<file path="src/qbp_pkg.sv">
// Shared types and constants for the quantizing bit packer.
package qbp_pkg;

    // Signed Q24.24 sample and bound width
    localparam int FIX_W = 48;
    // Width of the shared adder: sign-extended operands with headroom
    localparam int ALU_W = FIX_W + 2;
    // Widest code ever produced (four bytes per item at most)
    localparam int HARD_WIDTH_LIMIT = 25;
    localparam int CODE_W = HARD_WIDTH_LIMIT;
    localparam int WIDTH_W = 5;

    // Stream payload widths
    localparam int IN_DATA_W = 152;
    localparam int OUT_DATA_W = 24;
    localparam int OUT_USER_W = 3;

    // Bit packer byte accumulator
    localparam int ACC_W = 32;
    localparam int ACC_CNT_W = 6;
    localparam int FRAME_CNT_W = 10;
    localparam int POS_W = 9;

    typedef enum logic [3:0] {
        Q_IDLE,
        Q_CMP,
        Q_CLAMP_LO,
        Q_CLAMP_HI,
        Q_NUM,
        Q_DEN,
        Q_DIV,
        Q_FIX,
        Q_ADDDEN,
        Q_ROUND,
        Q_DONE
    } quant_state_t;

    typedef enum logic [1:0] {
        P_IDLE,
        P_QUANT,
        P_EMIT
    } pack_state_t;

endpackage

</file>
<file path="src/qbp_quant.sv">
// Linear quantizer: clamp, scale and round over one shared adder, one quotient bit a cycle.
module qbp_quant
(
    input  logic                           clk,
    input  logic                           rst_n,
    input  logic                           start,
    input  logic [qbp_pkg::FIX_W-1:0]      value,
    input  logic [qbp_pkg::FIX_W-1:0]      range_min,
    input  logic [qbp_pkg::FIX_W-1:0]      range_max,
    input  logic [qbp_pkg::WIDTH_W-1:0]    code_width,
    output logic                           done,
    output logic [qbp_pkg::CODE_W-1:0]     code
);
    import qbp_pkg::*;

    quant_state_t          state_reg, state_next;
    logic [FIX_W-1:0]      num_reg, num_next;   // clamped sample, then value - min
    logic [FIX_W-1:0]      den_reg, den_next;
    logic [FIX_W:0]        r_reg, r_next;       // partial remainder
    logic [CODE_W:0]       q_reg, q_next;       // quotient, one spare bit for the round step
    logic [WIDTH_W-1:0]    cnt_reg, cnt_next;
    logic [CODE_W-1:0]     code_reg, code_next;

    logic [ALU_W-1:0]      alu_a, alu_b, alu_res;
    logic                  alu_sub;
    logic                  neg, zero;
    logic [FIX_W:0]        r_sh;
    logic [CODE_W-1:0]     full;

    assign r_sh = {r_reg[FIX_W-1:0], 1'b0};
    assign full = CODE_W'(((CODE_W+1)'(1) << code_width) - (CODE_W+1)'(1));

    // Shared add/subtract unit, operands chosen by the sequencer
    always_comb
    begin
        alu_a   = '0;
        alu_b   = '0;
        alu_sub = 1'b1;
        unique case (state_reg)
            Q_CMP:
            begin
                alu_a = {{2{range_min[FIX_W-1]}}, range_min};
                alu_b = {{2{range_max[FIX_W-1]}}, range_max};
            end
            Q_CLAMP_LO:
            begin
                alu_a = {{2{value[FIX_W-1]}}, value};
                alu_b = {{2{range_min[FIX_W-1]}}, range_min};
            end
            Q_CLAMP_HI:
            begin
                alu_a = {{2{num_reg[FIX_W-1]}}, num_reg};
                alu_b = {{2{range_max[FIX_W-1]}}, range_max};
            end
            Q_NUM:
            begin
                alu_a = {{2{num_reg[FIX_W-1]}}, num_reg};
                alu_b = {{2{range_min[FIX_W-1]}}, range_min};
            end
            Q_DEN:
            begin
                alu_a = {{2{range_max[FIX_W-1]}}, range_max};
                alu_b = {{2{range_min[FIX_W-1]}}, range_min};
            end
            Q_DIV:
            begin
                alu_a = {1'b0, r_sh};
                alu_b = {2'b00, den_reg};
            end
            Q_FIX:
            begin
                alu_a = {1'b0, r_reg};
                alu_b = {2'b00, num_reg};
            end
            Q_ADDDEN:
            begin
                alu_a   = {1'b0, r_reg};
                alu_b   = {2'b00, den_reg};
                alu_sub = 1'b0;
            end
            Q_ROUND:
            begin
                alu_a = {1'b0, r_sh};
                alu_b = {2'b00, den_reg};
            end
            default:
            begin
                alu_a = '0;
            end
        endcase
    end

    assign alu_res = alu_sub ? (alu_a - alu_b) : (alu_a + alu_b);
    assign neg     = alu_res[ALU_W-1];
    assign zero    = (alu_res == '0);

    // Next state
    always_comb
    begin
        state_next = state_reg;
        unique case (state_reg)
            Q_IDLE:     if (start) state_next = Q_CMP;
            Q_CMP:      state_next = (zero || !neg) ? Q_DONE : Q_CLAMP_LO;
            Q_CLAMP_LO: state_next = Q_CLAMP_HI;
            Q_CLAMP_HI: state_next = Q_NUM;
            Q_NUM:      state_next = Q_DEN;
            Q_DEN:      state_next = Q_DIV;
            Q_DIV:      if (cnt_reg == WIDTH_W'(1)) state_next = Q_FIX;
            Q_FIX:      state_next = neg ? Q_ADDDEN : Q_ROUND;
            Q_ADDDEN:   state_next = Q_FIX;
            Q_ROUND:    state_next = Q_DONE;
            Q_DONE:     state_next = Q_IDLE;
            default:    state_next = Q_IDLE;
        endcase
    end

    // Datapath
    always_comb
    begin
        num_next  = num_reg;
        den_next  = den_reg;
        r_next    = r_reg;
        q_next    = q_reg;
        cnt_next  = cnt_reg;
        code_next = code_reg;
        unique case (state_reg)
            Q_CMP:
            begin
                // equal bounds give zero, inverted bounds give all ones
                if (zero)
                    code_next = '0;
                else if (!neg)
                    code_next = full;
            end
            Q_CLAMP_LO:
                num_next = neg ? range_min : value;
            Q_CLAMP_HI:
                if (!neg && !zero) num_next = range_max;
            Q_NUM:
            begin
                num_next = alu_res[FIX_W-1:0];
                r_next   = {1'b0, alu_res[FIX_W-1:0]};
            end
            Q_DEN:
            begin
                den_next = alu_res[FIX_W-1:0];
                q_next   = '0;
                cnt_next = code_width;
            end
            Q_DIV:
            begin
                // restoring division step
                r_next   = neg ? r_sh : alu_res[FIX_W:0];
                q_next   = {q_reg[CODE_W-1:0], !neg};
                cnt_next = cnt_reg - WIDTH_W'(1);
            end
            Q_FIX:
                // remainder of (2^w - 1) * num; borrow goes through Q_ADDDEN
                if (!neg) r_next = alu_res[FIX_W:0];
            Q_ADDDEN:
            begin
                r_next = alu_res[FIX_W:0];
                q_next = q_reg - (CODE_W+1)'(1);
            end
            Q_ROUND:
                // round half up: 2 * rem >= den
                code_next = CODE_W'(q_reg + (CODE_W+1)'(!neg)) & full;
            default:
            begin
                cnt_next = cnt_reg;
            end
        endcase
    end

    // Outputs
    always_comb
    begin
        done = (state_reg == Q_DONE);
        code = code_reg;
    end

    always_ff @(posedge clk or negedge rst_n)
    begin
        if (!rst_n)
        begin
            state_reg <= Q_IDLE;
        end
        else
        begin
            state_reg <= state_next;
        end
    end

    always_ff @(posedge clk)
    begin
        num_reg  <= num_next;
        den_reg  <= den_next;
        r_reg    <= r_next;
        q_reg    <= q_next;
        cnt_reg  <= cnt_next;
        code_reg <= code_next;
    end

endmodule

</file>
<file path="src/quantizing_bit_packer.sv">
// Top level: quantizes each sample and packs the codes MSB-first into frame bytes.
//
// Each input item is clamped into [range_min, range_max], scaled to
// round((2^w - 1) * (value - min) / (max - min)) and appended MSB-first to a
// byte stream; each completed byte leaves as one output item. The quotient is
// found one bit per cycle on a single shared 50-bit adder; an item gives up
// to four output bytes, each sent once the output register is free. Equal or
// inverted bounds skip the division. Items with width 0 or above
// min(MAX_WIDTH, 25) give one rejected item and leave the bit position alone.
// tlast on the input closes the frame, zero-padding a partial byte. The input
// is not ready while an item is in work; a finished byte waits in the output
// register without holding up the next input item.
module quantizing_bit_packer
#(
    parameter int MAX_FRAME_BYTES = 512,
    parameter int MAX_WIDTH       = 24
)
(
    input  logic                              clk,
    input  logic                              rst_n,
    // value[47:0], range_min[95:48], range_max[143:96], code_width[148:144], zero[151:149]
    input  logic [qbp_pkg::IN_DATA_W-1:0]     s_axis_tdata,
    input  logic                              s_axis_tlast,   // end_of_frame
    input  logic                              s_axis_tvalid,
    output logic                              s_axis_tready,
    // data_byte[7:0], byte_position[16:8], zero[23:17]
    output logic [qbp_pkg::OUT_DATA_W-1:0]    m_axis_tdata,
    // last_of_run[0], rejected[1], overflow[2]
    output logic [qbp_pkg::OUT_USER_W-1:0]    m_axis_tuser,
    output logic                              m_axis_tlast,   // frame_done
    output logic                              m_axis_tvalid,
    input  logic                              m_axis_tready
);
    import qbp_pkg::*;

    localparam int WIDTH_LIMIT = (MAX_WIDTH < HARD_WIDTH_LIMIT) ? MAX_WIDTH : HARD_WIDTH_LIMIT;
    localparam logic [FRAME_CNT_W-1:0] CNT_MAX = '1;

    pack_state_t            state_reg, state_next;
    logic [FIX_W-1:0]       value_reg, min_reg, max_reg;
    logic [WIDTH_W-1:0]     width_reg;
    logic                   eof_reg;
    logic                   rej_reg, rej_next;
    logic [ACC_W-1:0]       acc_reg, acc_next;
    logic [ACC_CNT_W-1:0]   n_reg, n_next;
    logic [6:0]             pend_bits_reg, pend_bits_next;
    logic [2:0]             pend_cnt_reg, pend_cnt_next;
    logic [FRAME_CNT_W-1:0] cnt_reg, cnt_next;

    logic                   out_valid_reg, out_valid_next;
    logic [7:0]             out_byte_reg, out_byte_next;
    logic [POS_W-1:0]       out_pos_reg, out_pos_next;
    logic                   out_last_reg, out_last_next;
    logic                   out_done_reg, out_done_next;
    logic                   out_rej_reg, out_rej_next;
    logic                   out_ovf_reg, out_ovf_next;

    logic                   in_accept;
    logic [WIDTH_W-1:0]     in_width;
    logic                   width_ok;
    logic                   q_start, q_done;
    logic [CODE_W-1:0]      q_code;
    logic                   slot_free;
    logic [ACC_CNT_W-1:0]   n_after;
    logic                   has_byte, has_pad, has_out;
    logic [POS_W-1:0]       cur_pos;
    logic                   cur_ovf;

    assign in_accept = s_axis_tvalid && s_axis_tready;
    assign in_width  = s_axis_tdata[3*FIX_W +: WIDTH_W];
    assign width_ok  = (in_width != '0) && (in_width <= WIDTH_W'(WIDTH_LIMIT));
    assign q_start   = in_accept && width_ok;

    assign slot_free = !out_valid_reg || m_axis_tready;
    assign n_after   = n_reg - ACC_CNT_W'(8);
    assign has_byte  = (n_reg >= ACC_CNT_W'(8));
    assign has_pad   = eof_reg && (n_reg != '0);
    assign has_out   = rej_reg || has_byte || has_pad;
    assign cur_pos   = cnt_reg[FRAME_CNT_W-1] ? '1 : cnt_reg[POS_W-1:0];
    assign cur_ovf   = ({1'b0, cnt_reg} >= (FRAME_CNT_W+1)'(MAX_FRAME_BYTES));

    qbp_quant u_quant
    (
        .clk        (clk),
        .rst_n      (rst_n),
        .start      (q_start),
        .value      (value_reg),
        .range_min  (min_reg),
        .range_max  (max_reg),
        .code_width (width_reg),
        .done       (q_done),
        .code       (q_code)
    );

    // Next state
    always_comb
    begin
        state_next = state_reg;
        unique case (state_reg)
            P_IDLE:
                if (in_accept) state_next = width_ok ? P_QUANT : P_EMIT;
            P_QUANT:
                if (q_done) state_next = P_EMIT;
            P_EMIT:
                if (!has_out) state_next = P_IDLE;
            default:
                state_next = P_IDLE;
        endcase
    end

    // Packing and output register
    always_comb
    begin
        rej_next       = rej_reg;
        acc_next       = acc_reg;
        n_next         = n_reg;
        pend_bits_next = pend_bits_reg;
        pend_cnt_next  = pend_cnt_reg;
        cnt_next       = cnt_reg;
        out_valid_next = out_valid_reg && !m_axis_tready;
        out_byte_next  = out_byte_reg;
        out_pos_next   = out_pos_reg;
        out_last_next  = out_last_reg;
        out_done_next  = out_done_reg;
        out_rej_next   = out_rej_reg;
        out_ovf_next   = out_ovf_reg;
        unique case (state_reg)
            P_IDLE:
            begin
                if (in_accept && !width_ok)
                begin
                    // rejected item: only the pending bits may still be padded
                    rej_next = 1'b1;
                    acc_next = ACC_W'(pend_bits_reg);
                    n_next   = ACC_CNT_W'(pend_cnt_reg);
                end
            end
            P_QUANT:
            begin
                if (q_done)
                begin
                    acc_next = (ACC_W'(pend_bits_reg) << width_reg) | ACC_W'(q_code);
                    n_next   = ACC_CNT_W'(pend_cnt_reg) + ACC_CNT_W'(width_reg);
                end
            end
            P_EMIT:
            begin
                if (!has_out)
                begin
                    // item finished: keep leftover bits or close the frame
                    if (eof_reg)
                    begin
                        pend_bits_next = '0;
                        pend_cnt_next  = '0;
                        cnt_next       = '0;
                    end
                    else
                    begin
                        pend_bits_next = acc_reg[6:0] & 7'((8'd1 << n_reg[2:0]) - 8'd1);
                        pend_cnt_next  = n_reg[2:0];
                    end
                end
                else if (slot_free)
                begin
                    out_valid_next = 1'b1;
                    out_pos_next   = cur_pos;
                    if (rej_reg)
                    begin
                        rej_next      = 1'b0;
                        out_byte_next = '0;
                        out_rej_next  = 1'b1;
                        out_ovf_next  = 1'b0;
                        out_last_next = !has_pad;
                        out_done_next = !has_pad && eof_reg;
                    end
                    else
                    begin
                        out_rej_next = 1'b0;
                        out_ovf_next = cur_ovf;
                        if (cnt_reg != CNT_MAX) cnt_next = cnt_reg + FRAME_CNT_W'(1);
                        if (has_byte)
                        begin
                            out_byte_next = 8'(acc_reg >> n_after);
                            n_next        = n_after;
                            out_last_next = (n_after < ACC_CNT_W'(8))
                                            && !(eof_reg && (n_after != '0));
                            out_done_next = eof_reg && (n_after == '0);
                        end
                        else
                        begin
                            // zero-pad the partial byte at end of frame
                            out_byte_next = 8'(acc_reg << (ACC_CNT_W'(8) - n_reg));
                            n_next        = '0;
                            out_last_next = 1'b1;
                            out_done_next = 1'b1;
                        end
                    end
                end
            end
            default:
            begin
                rej_next = 1'b0;
            end
        endcase
    end

    // Port drive
    always_comb
    begin
        s_axis_tready = (state_reg == P_IDLE);
        m_axis_tvalid = out_valid_reg;
        m_axis_tdata  = {7'b0, out_pos_reg, out_byte_reg};
        m_axis_tuser  = {out_ovf_reg, out_rej_reg, out_last_reg};
        m_axis_tlast  = out_done_reg;
    end

    always_ff @(posedge clk or negedge rst_n)
    begin
        if (!rst_n)
        begin
            state_reg     <= P_IDLE;
            rej_reg       <= 1'b0;
            n_reg         <= '0;
            pend_bits_reg <= '0;
            pend_cnt_reg  <= '0;
            cnt_reg       <= '0;
            out_valid_reg <= 1'b0;
        end
        else
        begin
            state_reg     <= state_next;
            rej_reg       <= rej_next;
            n_reg         <= n_next;
            pend_bits_reg <= pend_bits_next;
            pend_cnt_reg  <= pend_cnt_next;
            cnt_reg       <= cnt_next;
            out_valid_reg <= out_valid_next;
        end
    end

    // Payload registers
    always_ff @(posedge clk)
    begin
        if (in_accept)
        begin
            value_reg <= s_axis_tdata[0 +: FIX_W];
            min_reg   <= s_axis_tdata[FIX_W +: FIX_W];
            max_reg   <= s_axis_tdata[2*FIX_W +: FIX_W];
            width_reg <= in_width;
            eof_reg   <= s_axis_tlast;
        end
        acc_reg      <= acc_next;
        out_byte_reg <= out_byte_next;
        out_pos_reg  <= out_pos_next;
        out_last_reg <= out_last_next;
        out_done_reg <= out_done_next;
        out_rej_reg  <= out_rej_next;
        out_ovf_reg  <= out_ovf_next;
    end

endmodule

</file>
<file path="config.mk">
export PLATFORM = sky130hd
export DESIGN_NAME = quantizing_bit_packer
export DESIGN_NICKNAME = d
export VERILOG_FILES = /design/src/qbp_pkg.sv /design/src/qbp_quant.sv /design/src/quantizing_bit_packer.sv
export SDC_FILE = /design/constraint.sdc
export NUM_CORES = 1
export LEC_CHECK = 0
export BUFFER_PORTS_ARGS = -buffer_cell sky130_fd_sc_hd__buf_2
export CAP_MARGIN = 10
export CORE_ASPECT_RATIO = 1.5
export CORE_MARGIN = 5
export CORE_UTILIZATION = 60
export DETAILED_ROUTE_END_ITERATION = 8
export PLACE_DENSITY = 0.88
export SYNTH_ARGS = -nofsm -noshare
export SYNTH_HDL_FRONTEND = slang
export SYNTH_SLANG_ARGS = --single-unit
export TNS_END_PERCENT = 50
</file>
<file path="constraint.sdc">
create_clock -name clk -period 23.4 [get_ports clk]
set_input_delay 1.17 -clock clk [delete_from_list [all_inputs] [get_ports clk]]
set_output_delay 1.17 -clock clk [all_outputs]
set_load 0.1 [all_outputs]
</file>
# After elaboration in Yosys (flattened, before gate mapping)
# Cells that the tools add are included.
op_classes:
  n_shift: 5
  magnitude_cmp: 4
  bitwise: 5
  n_mux: 54
  n_reduce_logical: 54
  n_eq_ne: 29
  n_addsub: 11
op_table:
  columns: ["cell", "n"]
  rows:
  - ["50-bit case mux with 6 select lines", 1]
  - ["50-bit case mux with 4 select lines", 1]
  - ["49-bit case mux with 4 select lines", 1]
  - ["48-bit case mux with 3 select lines", 1]
  - ["49-bit 2-to-1 mux", 2]
  - ["48-bit 2-to-1 mux", 2]
  - ["26-bit case mux with 3 select lines", 1]
  - ["32-bit 2-to-1 mux", 2]
  - ["32-bit case mux with 2 select lines", 1]
  - ["50-bit adder", 1]
  - ["50-bit logical NOT", 1]
  - ["10-bit 2-to-1 mux", 5]
  - ["25-bit 2-to-1 mux", 2]
  - ["50-bit 2-to-1 mux", 1]
  - ["25-bit case mux with 2 select lines", 1]
  - ["50-bit subtractor", 1]
  - ["4-bit case mux with 10 select lines", 1]
  - ["6-bit 2-to-1 mux", 6]
  - ["32-bit by 25-bit OR with 32-bit output", 1]
  - ["32-bit by 6-bit left shift with 8-bit output", 1]
  - ["7-bit by 5-bit left shift with 32-bit output", 1]
  - ["32-bit by 6-bit right shift with 8-bit output", 1]
  - ["26-bit by 1-bit subtractor with 26-bit output, second input constant", 1]
  - ["25-bit by 1-bit adder with 25-bit output", 1]
  - ["55 further kinds", 125]
word_totals:
  ff_bits: 438
  output_inout_bits: 30
  input_bits: 157
  word_cells: 188

# Logic depth before layout (Yosys ltp)
logic_depth:
  word_depth: 10
  ltp_mapped: 36

# Modules after synthesis
# A second synthesis with hierarchy kept.
hier_totals:
  hier_cells: 2785
  hier_area_um2: 28721.3
by_module_without_submodules:
  columns: ["mod", "cells_each", "instances", "area_each_um2", "seq_area_each_um2"]
  rows:
  - ["qbp_quant", 1983, 1, 17661.9, 6105.9]
  - ["quantizing_bit_packer", 802, 1, 11059.4, 6846.6]

# Least setup slack after synthesis
# Ideal clock, no wire load.
synth_path:
  path_kind: "flip-flop to flip-flop"
  from: "register u_quant.state_reg[1]"
  to: "register u_quant.r_reg[0] (enable)"
  stages_incl_launch_ff: 21
  arrival_time_ns: 8.712
  path_buffers: 5
  setup_slack_ns: 14.165
  period_less_slack_ns: 9.235
  setup_ns: 0.523
  path_cell_list: "dfrtp_1 buf_2 clkbuf_1 clkbuf_1 nand2b_1 nor2_1 clkbuf_1 a22oi_1 nand3_1 ha_1 a21oi_1 o21a_1 o21ai_0 a221o_1 o211a_1 and3b_1 o31ai_1 xnor2_1 buf_4 a21boi_1 o21ai_0"
synth_between:
  elab_chain_len: 7
  elab_cells_between_ends: 23
synth_rtl:
  columns: ["element", "line_no", "text"]
  rows:
  - ["from (decl)", "qbp_quant.sv:16", "quant_state_t state_reg, state_next;"]
  - ["from (signal assigned)", "qbp_quant.sv:190", "state_reg <= state_next;"]
  - ["4-bit equality test (tied with other cells)", "qbp_quant.sv:39, qbp_quant.sv:126", null]
  - ["3-bit OR reduction (no source line) / 2-bit OR reduction (equally long branches)", null, null]
  - ["50-bit case mux with 4 select lines / 50-bit case mux with 6 select lines (equally long branches)", "qbp_quant.sv:39", "unique case (state_reg)"]
  - ["50-bit subtractor / 50-bit adder (equally long branches)", "qbp_quant.sv:93", "assign alu_res = alu_sub ? (alu_a - alu_b) : (alu_a + alu_b);"]
  - ["50-bit 2-to-1 mux", "qbp_quant.sv:93", null]
  - ["2-bit != test (no source line)", null, null]
  - ["2-bit AND reduction (no source line) (*)", null, null]
  - ["to (signal assigned)", "qbp_quant.sv:198", "r_reg <= r_next;"]
  - ["to (decl)", "qbp_quant.sv:19", "logic [FIX_W:0] r_reg, r_next;"]
# Mark *: on every way between the ends. The rest lies on a longest branch, timed or not.
# A chain may end at the register's enable or synchronous reset.

# Worst setup path in the final report
layout_path:
  from: "register u_quant.state_reg[1]"
  to: "register u_quant.r_reg[38], data pin"
layout_between:
  elab_chain_len: 7
  elab_cells_between_ends: 23
layout_rtl:
  columns: ["element", "line_no", "text"]
  rows:
  - ["4-bit equality test (tied with other cells)", "qbp_quant.sv:39, qbp_quant.sv:126", null]
  - ["3-bit OR reduction (no source line) / 2-bit OR reduction (equally long branches)", null, null]
  - ["50-bit case mux with 4 select lines / 50-bit case mux with 6 select lines (equally long branches)", "qbp_quant.sv:39", null]
  - ["50-bit subtractor / 50-bit adder (equally long branches)", "qbp_quant.sv:93", null]
  - ["50-bit 2-to-1 mux", "qbp_quant.sv:93", null]
  - ["49-bit 2-to-1 mux (on tied branches)", "qbp_quant.sv:159, qbp_quant.sv:153", null]
  - ["49-bit case mux with 4 select lines (*)", "qbp_quant.sv:126", "unique case (state_reg)"]
  - ["named net u_quant.r_next[38]", "qbp_quant.sv:19", null]
# Mark *: on every way through the listed nets, which the timed path passes. The rest lies on a longest branch. The select of a mux whose other input is x is not followed.

==> summary.txt <==
Critical path
  – Critical-path maximum fanout: 55
  – Crit path required time: ~24 ns
  – Reg2Reg Capture Point: u_quant.r_reg[38]$_DFFE_PP_
  – Critical Path Sink: u_quant.r_reg[38]$_DFFE_PP_
  – Worst Setup Start Kind: register
  – Crit end category: register
  – Worst reg2reg path depth: 25
  – Kind of critical path: reg -> reg
  – CP arrival: about 10 ns
  – Setup slack, reg-to-reg: 13.48 ns
  – Reg-to-reg critical path startpoint: u_quant.state_reg[1]$_DFFE_PN0P_
  – Worst Setup SP: u_quant.state_reg[1]$_DFFE_PN0P_

Timing
  – Unrepaired setup endpoints after global routing: false
  – Final setup fails: 0
  – Worst Max-Slew Pin Slew: around 1.3 ns
  – Setup TNS: 0 ns
  – Slew Limit Fails: 0
  – Final Critical Period: slightly below 10 ns
  – Final worst-path cycle share: 0.424
  – FMAX: between 0.1 and 0.15 GHz
  – Final Hold Fails: 0
  – Clock Skew: 0.0316 ns
  – Max-Slew Margin vs Limit: 0.134

Route
  – Drt initial violations: 2,907
  – Post-DRT Antenna Nets: 0
  – Via-to-Cell Ratio: approximately 7
  – Mean routed wirelength per cell: 24.5 µm
  – WL final: 84,000 µm
  – TritonRoute pass-1 iters: 9
  – Via Count: roughly 24k
  – DRC errors left: 3

Min path
  – Min-delay worst type: reg -> reg

Place
  – Global placement routability congestion: ~1.0
  – PortBufs: 176
  – DP HPWL: roughly 59,000 µm

CTS
  – TritonCTS buffer count: 43
  – Clock Pin Slew Worst Setup and Hold Paths: around 0.060 ns
  – H-tree depth: 2
  – CTS hold repair buffers: 0
  – # Post-CTS Setup Buffers: 0
  – Root buf cell: clkbuf_16
  – Clock latency on the worst-skew pair: between 0.5 and 0.6 ns
  – TritonCTS clock tree: yes
  – Max Buffers Root-to-Sink: 3
  – Post-CTS Resized: 0
  – Clock sinks: ~440

Layout
  – Proportion of layout cells with a drive suffix above 1: 0.135
  – # nets final: ~3k
  – Antenna cells: 0
  – Max reg flops: 49
  – Filler cell count: ~3.5k
  – Area grow syn2layout: 8.90%

Floorplanning
  – Die area: a little over 50,000 µm²
  – Chip width: around 190 µm
  – Area of the core: about 46,000 µm²
  – Die Height: roughly 270 µm
  – I/O pin count: roughly 190
  – Starting Density: 0.607
  – Cell Rows: 96

GRT
  – First-pass GRT wire length: approximately 130,000 µm
  – Initial antenna violation count: 0
  – GR Overflow Total: 0
  – Largest net degree at the start of global routing: 81
  – Vias in the first global route: approximately 24k
  – Total Routing Usage GR: 0.320

Outcome
  – Status: finished, violations left
  – Failing checks: DRC

Job
  – Max-Cap Viols: 0

Synthesis
  – Post-synth EDFFs: between 400 and 500
  – Register bit total from synthesis: roughly 440
  – Top post-synthesis cells by area: edfxtp_1, a21oi_1, ha_1, mux2i_1, nand2_1
  – Synth cell count leaders: edfxtp_1, nand2_1, nor2_1, a21oi_1, o21ai_0
  – Syn Area/Cell: 10.1 µm²
  – Seq/Total Area, Yosys: 0.466
  – Gate Count Post-Synth: 2,745
  – Yosys top cell by area: edfxtp_1
  – Top-area cell type share of the netlist area: 0.436
  – Ys flop type: edfxtp_1
  – Ys Warns: 0
  – Most common cell in the synthesized netlist: edfxtp_1
  – Asr flop ratio synth: 0.0778
  – Distinct cell type count after synthesis: between 80 and 90
  – Mapped Area: roughly 28,000 µm²
layer usage:
| metal | global-route usage | up-vias | wire length [µm] |
|---|---|---|---|
| met2 | 0.577 | 1521 | 43500 |
| met4 | 0.221 | 0 | 6490 |
| li1 | - | 10620 | - |
| met3 | 0.0392 | 422 | 6230 |
| met5 | 0 | - | 0 |
| met1 | 0.344 | 11366 | 27800 |
final cells by class:
class	instances	area, µm²	share of cell area
clock buffers	59	1160	0.0382
clock inverters	21	175	0.00579
inverters	50	188	0.00620
multi-input cells	2062	13900	0.458
flip-flops and latches	437	13000	0.428
well taps	588	736	0.0243
repair buffers	214	1170	0.0387
kinds of logic (layout without fill, tap and decap cells):
family          after synthesis  in the layout  share of synthesized area
compound gates              810            810                      0.194
xor+xnor                    126            126                     0.0397
fa+ha+maj                    76             76                     0.0348
buf+inv                     252            344                     0.0387
flops                       437            437                      0.466
mux                         171            171                     0.0725
other cells                   1              7                   0.000135
simple gates                872            872                      0.154
through the flow:
stage	setup WS, ns	area (µm²)	util	cells	hold slack (ns)
after global placement	13.88	28900	0.632	3350	0.490
after global routing	13.17	30200	0.661	3431	0.551
after detailed placement	13.75	28900	0.632	3350	0.516
final	13.48	30200	0.661	3431	0.531
after floorplan	14.17	27800	-	2751	0.423
after CTS	13.72	30200	0.661	3430	0.532
cell usage in the layout (no fill, tap or decap), drive strengths merged, types with 9 or more instances in the layout:
cell    instances
a31oi          27
a221o          36
and3           18
xnor2          79
and2           22
a21o           24
o22ai          28
a311oi         10
a22oi         101
edfxtp        403
nand4          21
o21a           18
clkinv         15
dfrtp          34
buf           214
mux4           18
nor2          204
nor3           56
clkbuf         59
nor4           17
or3            14
a221oi         23
nand2b         67
o31ai          10
a211oi         24
inv            52
nand3         138
nor2b          25
and4           12
o21ai         197
ha             74
mux2           61
a21oi         197
a222oi         46
nand2         227
xor2           47
o211ai         13
or2            19
mux2i          92
a21boi          9
critical path: stages, from the launching register on:
cell and delay [ns]:
dfrtp_2 0.76, buf_4 0.58, or3b_1 0.39, nand2_2 0.42, a221oi_2 0.53, ha_1 0.30
and3_1 0.29, and4_1 0.38, nand2_1 0.21, nor2_1 0.38, nand2_1 0.24, nand2_1 0.17
xnor2_1 0.08, ha_1 0.35, a21oi_1 0.08, o21ai_0 0.47, a221o_1 0.24, a31oi_1 0.14
o21a_1 0.24, and3b_1 0.20, o31ai_1 0.41, xnor2_2 0.20, buf_4 0.91, nand2b_2 0.64
buf_4 0.57, mux2_2 0.40
worst min-delay path by stage:
stage                           startpoint                          end  slack [ns]  depth (start not counted)
6_report       pend_cnt_reg[2]$_DFFE_PN0P_  pend_cnt_reg[2]$_DFFE_PN0P_        0.53                          1
5_1_grt        pend_cnt_reg[2]$_DFFE_PN0P_  pend_cnt_reg[2]$_DFFE_PN0P_        0.55                          1
4_1_cts        pend_cnt_reg[0]$_DFFE_PN0P_  pend_cnt_reg[0]$_DFFE_PN0P_        0.53                          2
3_5_place_dp   pend_cnt_reg[0]$_DFFE_PN0P_  pend_cnt_reg[0]$_DFFE_PN0P_        0.52                          2
3_3_place_gp   pend_cnt_reg[0]$_DFFE_PN0P_  pend_cnt_reg[0]$_DFFE_PN0P_        0.49                          2
2_1_floorplan          rej_reg$_DFFE_PN0P_        out_rej_reg$_DFFE_PP_        0.42                          0
Power is not shown: default switching activity piles up to over one toggle a cycle in this logic, so the estimate is an artifact.
